File: src/rtl/core/assert_macros.svh
// Assertion macros used by the top level RTL file of the pixel writer.
`ifndef ASSERT_MACROS_SVH
`define ASSERT_MACROS_SVH

`ifndef ASSERT_OFF

// Checked at every rising edge of clk while rst_n is high.
`define ASSERT_CLKD(lbl, prop, msg) \
    lbl: assert property (@(posedge clk) disable iff (!rst_n) (prop)) else $error(msg);

// Checked at every rising edge of clk, reset included.
`define ASSERT_ALWAYS(lbl, prop, msg) \
    lbl: assert property (@(posedge clk) (prop)) else $error(msg);

`else

`define ASSERT_CLKD(lbl, prop, msg)
`define ASSERT_ALWAYS(lbl, prop, msg)

`endif

`endif

File: src/rtl/core/rfpw_pkg.sv
// Package with the panel geometry, store sizes, codes and shared types of the pixel writer.
package rfpw_pkg;

    localparam int PANEL_WIDTH  = 800;
    localparam int PANEL_HEIGHT = 600;

    localparam int MONO_STRIDE = PANEL_WIDTH / 8;
    localparam int GRAY_STRIDE = PANEL_WIDTH / 2;
    localparam int MONO_DEPTH  = ((PANEL_WIDTH + 7) / 8) * PANEL_HEIGHT;
    localparam int GRAY_DEPTH  = ((PANEL_WIDTH + 1) / 2) * PANEL_HEIGHT;

    localparam int MONO_AW = (MONO_DEPTH > 1) ? $clog2(MONO_DEPTH) : 1;
    localparam int GRAY_AW = (GRAY_DEPTH > 1) ? $clog2(GRAY_DEPTH) : 1;

    localparam int PIX_W       = 12;
    localparam int COORD_W     = 11;
    localparam int COLOR_W     = 4;
    localparam int BYTE_W      = 8;
    localparam int BYTE_ADDR_W = 18;
    localparam int APB_AW      = 3;
    localparam int APB_DW      = 32;

    localparam logic [COORD_W-1:0] W_LAST = COORD_W'(PANEL_WIDTH - 1);
    localparam logic [COORD_W-1:0] H_LAST = COORD_W'(PANEL_HEIGHT - 1);

    localparam logic [BYTE_W-1:0] MONO_FILL = 8'h00;
    localparam logic [BYTE_W-1:0] GRAY_FILL = 8'hFF;
    localparam logic [BYTE_W-1:0] MSB_MASK  = 8'h80;

    typedef enum logic [1:0] {
        ROT_0   = 2'd0,
        ROT_90  = 2'd1,
        ROT_180 = 2'd2,
        ROT_270 = 2'd3
    } rot_t;

    typedef enum logic {
        REG_ROTATION  = 1'b0,
        REG_GRAY_MODE = 1'b1
    } reg_idx_t;

    // Result of clipping and address mapping for one pixel.
    typedef struct packed {
        logic               in_panel;
        logic               gray;
        logic [GRAY_AW-1:0] addr;
        logic [2:0]         bit_sel;
        logic [COLOR_W-1:0] color;
    } map_t;

    function automatic logic [BYTE_ADDR_W-1:0] to_byte_addr(input logic [GRAY_AW-1:0] a);
        logic [GRAY_AW+BYTE_ADDR_W-1:0] wide;
        wide = {{BYTE_ADDR_W{1'b0}}, a};
        return wide[BYTE_ADDR_W-1:0];
    endfunction

endpackage

File: src/rtl/core/rfpw_map.sv
// Clip, rotation transform and byte address computation for one pixel.
module rfpw_map (
    input  logic signed [rfpw_pkg::PIX_W-1:0]   pixel_x,
    input  logic signed [rfpw_pkg::PIX_W-1:0]   pixel_y,
    input  logic        [rfpw_pkg::COLOR_W-1:0] pixel_color,
    input  rfpw_pkg::rot_t                      rotation,
    input  logic                                gray_mode,
    output rfpw_pkg::map_t                      map
);
    import rfpw_pkg::*;

    logic [COORD_W-1:0] xu;
    logic [COORD_W-1:0] yu;
    logic [COORD_W-1:0] cw_last;
    logic [COORD_W-1:0] ch_last;
    logic [COORD_W-1:0] px;
    logic [COORD_W-1:0] py;
    logic [GRAY_AW-1:0] mono_addr;
    logic [GRAY_AW-1:0] gray_addr;

    assign xu = pixel_x[COORD_W-1:0];
    assign yu = pixel_y[COORD_W-1:0];

    // Quarter turns swap the clip extents.
    assign cw_last = rotation[0] ? H_LAST : W_LAST;
    assign ch_last = rotation[0] ? W_LAST : H_LAST;

    always_comb
    begin
        unique case (rotation)
            ROT_0:
            begin
                px = xu;
                py = yu;
            end
            ROT_90:
            begin
                px = W_LAST - yu;
                py = xu;
            end
            ROT_180:
            begin
                px = W_LAST - xu;
                py = H_LAST - yu;
            end
            ROT_270:
            begin
                px = yu;
                py = H_LAST - xu;
            end
            default:
            begin
                px = xu;
                py = yu;
            end
        endcase
    end

    assign mono_addr = GRAY_AW'(MONO_STRIDE) * GRAY_AW'(py) + GRAY_AW'(px >> 3);
    assign gray_addr = GRAY_AW'(GRAY_STRIDE) * GRAY_AW'(py) + GRAY_AW'(px >> 1);

    assign map.in_panel = !pixel_x[PIX_W-1] && !pixel_y[PIX_W-1]
                          && (xu <= cw_last) && (yu <= ch_last);
    assign map.gray     = gray_mode;
    assign map.addr     = gray_mode ? gray_addr : mono_addr;
    assign map.bit_sel  = px[2:0];
    assign map.color    = pixel_color;

endmodule

File: config.mk
export PLATFORM = sky130hd
export DESIGN_NAME = rfpw_map
export DESIGN_NICKNAME = d
export VERILOG_FILES = /design/src/rtl/core/assert_macros.svh /design/src/rtl/core/rfpw_pkg.sv /design/src/rtl/core/rfpw_map.sv
export SDC_FILE = /design/constraint.sdc
export NUM_CORES = 1
export LEC_CHECK = 0
export BUFFER_PORTS_ARGS = -buffer_cell sky130_fd_sc_hd__buf_2
export CORE_MARGIN = 1.5
export CORE_UTILIZATION = 55
export DETAILED_ROUTE_END_ITERATION = 16
export GPL_TIMING_DRIVEN = 0
export MAX_ROUTING_LAYER = met4
export PLACE_DENSITY = 0.8
export SLEW_MARGIN = 10
export SYNTH_ARGS = -nofsm -noshare
export SYNTH_HDL_FRONTEND = slang
export SYNTH_SLANG_ARGS = --single-unit
File: constraint.sdc
create_clock -name vclk -period 8.39
set_clock_uncertainty 0.1 [all_clocks]
set_input_delay 0.4195 -clock vclk [all_inputs]
set_output_delay 0.4195 -clock vclk [all_outputs]
set_load 0.05 [all_outputs]
==> flow_metrics.env <==
export IMPL_status="finished clean"
export IMPL_relSlewSlack_pct=57.4
export IMPL_fin_hold_ws_ps=1040
export IMPL_synth_area_mm2=0.00276
export IMPL_seq_cells=0
export IMPL_grt_pass1_vias=2435
export IMPL_synth_nets=452
export IMPL_die_x_um=73.9
export IMPL_synth_area_leaders="ha_1 (23%), xnor2_1 (6.3%), mux2i_1 (5.4%)"
export IMPL_viasPerCell=5.85
export IMPL_finalMaxSlewViolations=0
export IMPL_synth_distinct_cells=56
export IMPL_place_ws_ps=2010
export IMPL_grt_max_degree=13
export IMPL_cp_max_fo=10
export IMPL_finalCritPeriodShare_pct=76.9
export IMPL_hp_start="pixel_color[0]"
export IMPL_layout_commonest_cell="buf_2"
export IMPL_syn_avg_cell_area_um2=7.59
export IMPL_grt_antenna_before_repair=0
export IMPL_wl_per_cell_um=13.7
export IMPL_final_util_pct=65.1
export IMPL_die_y_um=73.9
export IMPL_p_per_area_mw_per_mm2=407
export IMPL_hold_depth=2
export IMPL_port_buffers=54
export IMPL_path_class="primary input to primary output"
export IMPL_areaGrowthSynthToFinish_pct=12.8
export IMPL_cts_repair_resize_count=0
export IMPL_num_vias=2835
export IMPL_grt_first_pass_wirelength_um=10700
export IMPL_layout_drive_gt1_share_pct=20.8
export IMPL_dp_hpwl_um=5600
export IMPL_nClkBuffers=0
export IMPL_multi_input_area_mm2=0.00254
export IMPL_seq_area_frac_synth_pct=0
export IMPL_start_kind="primary input"
export IMPL_start_util_pct=57.7
export IMPL_post_cts_buffers=0
export IMPL_layout_common_cells="buf_2 (57), ha_1 (50), nand2_1 (30)"
export IMPL_grt_overflow_total=0
export IMPL_endpoint_kind="primary output"
export IMPL_drt_pass1_iter_count=5
export IMPL_rows=25
export IMPL_min_path_type="primary input to primary output"
export IMPL_finalWirelength_um=6650
export IMPL_remaining_drc_errors=0
export IMPL_crit_required_ps=7870
export IMPL_fill_cells=440
export IMPL_min_to="map[0]"
export IMPL_yosys_area_top_type="ha_1"
export IMPL_synth_warning_count=0
export IMPL_hold_viol=0
export IMPL_max_vdd_ir_drop_mv=0.307
export IMPL_drt_iter0_drc=126
export IMPL_core_area_mm2=0.00479
export IMPL_nNetsFinal=508
export IMPL_yosys_area_top_type_share_pct=22.7
export IMPL_p_leak_nw=1.49
export IMPL_gp_congestion=0.937
export IMPL_setup_violations=0
export IMPL_cts_hold_buffers=0
export IMPL_syn_inst=364
export IMPL_seq_area_um2=0
export IMPL_tightest_slew_ps=640
export IMPL_fin_ws_ps=1940
export IMPL_max_freq_mhz=155
export IMPL_grtUsageTotal_pct=24.8
export IMPL_ant_nets=0
export IMPL_crit_arrival_ps=5930
export IMPL_drv_cap=0
export IMPL_fp_dieArea_mm2=0.00545
export IMPL_fin_crit_ps=6450
export IMPL_setup_tns_ps=0
export IMPL_io_pins=58
export IMPL_diodes=0
export IMPL_grt_setup_unrepaired="false"
-- worst max-delay path by stage --
stage / startpoint / to / slack, ps / cells past startpoint
after global placement: rotation[0] / map[24] / 2110 / 21
after floorplan: rotation[0] / map[18] / 2050 / 18
after detailed placement: rotation[0] / map[18] / 2010 / 20
final: rotation[0] / map[18] / 1940 / 20
after global routing: rotation[0] / map[24] / 1640 / 21
after CTS: rotation[0] / map[18] / 1970 / 20
-- through the flow --
step / power, mW / cells / instance area, um2
floorplan: 1.05 / 364 / 2760
CTS: 1.27 / 485 / 3120
global route: 1.39 / 485 / 3120
finish: 1.27 / 485 / 3120
detailed placement: 1.26 / 485 / 3120
global placement: 1.24 / 485 / 3120
-- cells in the mapped netlist (3+ instances only) --
cell      instances
ha_1             50
nand2_1          30
inv_1            29
a21oi_1          28
nor2_1           21
o21ai_0          20
xnor2_1          20
mux2i_1          15
xor2_1           12
nor3_1           11
nand3_1          10
mux2_2            9
o22ai_1           9
clkbuf_1          7
fa_1              7
a21o_1            6
buf_4             6
nand3b_1          6
a211oi_1          4
and3_1            4
nand4_1           4
o211ai_1          4
o21a_1            4
buf_1             3
buf_2             3
nor2b_1           3
o31a_1            3
o31ai_1           3
-- report_power, final --
group	internal (mW)	switching, mW	total, mW
logic	0.429	0.837	1.27
clock network	0	0	0
registers	0	0	0
total	0.429	0.837	1.27
-- critical path, stage by stage --
cell and delay [ps]:
buf_2 120, buf_2 190, buf_1 510, clkbuf_1 480, mux2i_1 300, xnor2_1 210
ha_1 290, ha_1 300, ha_1 310, inv_1 70, fa_1 520, inv_1 40
ha_1 320, and3_1 200, a221oi_1 570, nor3_1 110, a211oi_1 280, xor2_1 150
a211oi_1 250, buf_2 300
-- cell type report --
cell class	count	area share (%)
plain buffers	20	3.49
inverters	29	3.49
multi-input cells	315	81.6
well taps	67	2.69
repair buffers	54	8.67
-- cells by family after synthesis --
| group | Yosys count | share of synthesized area, % |
|---|---|---|
| mux | 24 | 9.11 |
| compound gates | 97 | 23.3 |
| xor+xnor | 34 | 11.7 |
| buf+inv | 49 | 7.88 |
| simple gates | 103 | 20.2 |
| fa+ha+maj | 57 | 27.7 |
-- layer usage --
layer  part of all wire (%)  track usage, %  up-vias  wire length [um]
li1                       -               -     1427                 -
met1                     46            33.7     1318              3070
met2                     49            43.1       90              3280
met3                    4.4           0.274        0               295
met4                      0            1.23        0                 0
met5                      0               -        -                 0
Note: power is estimated with default switching activity, not from simulation.
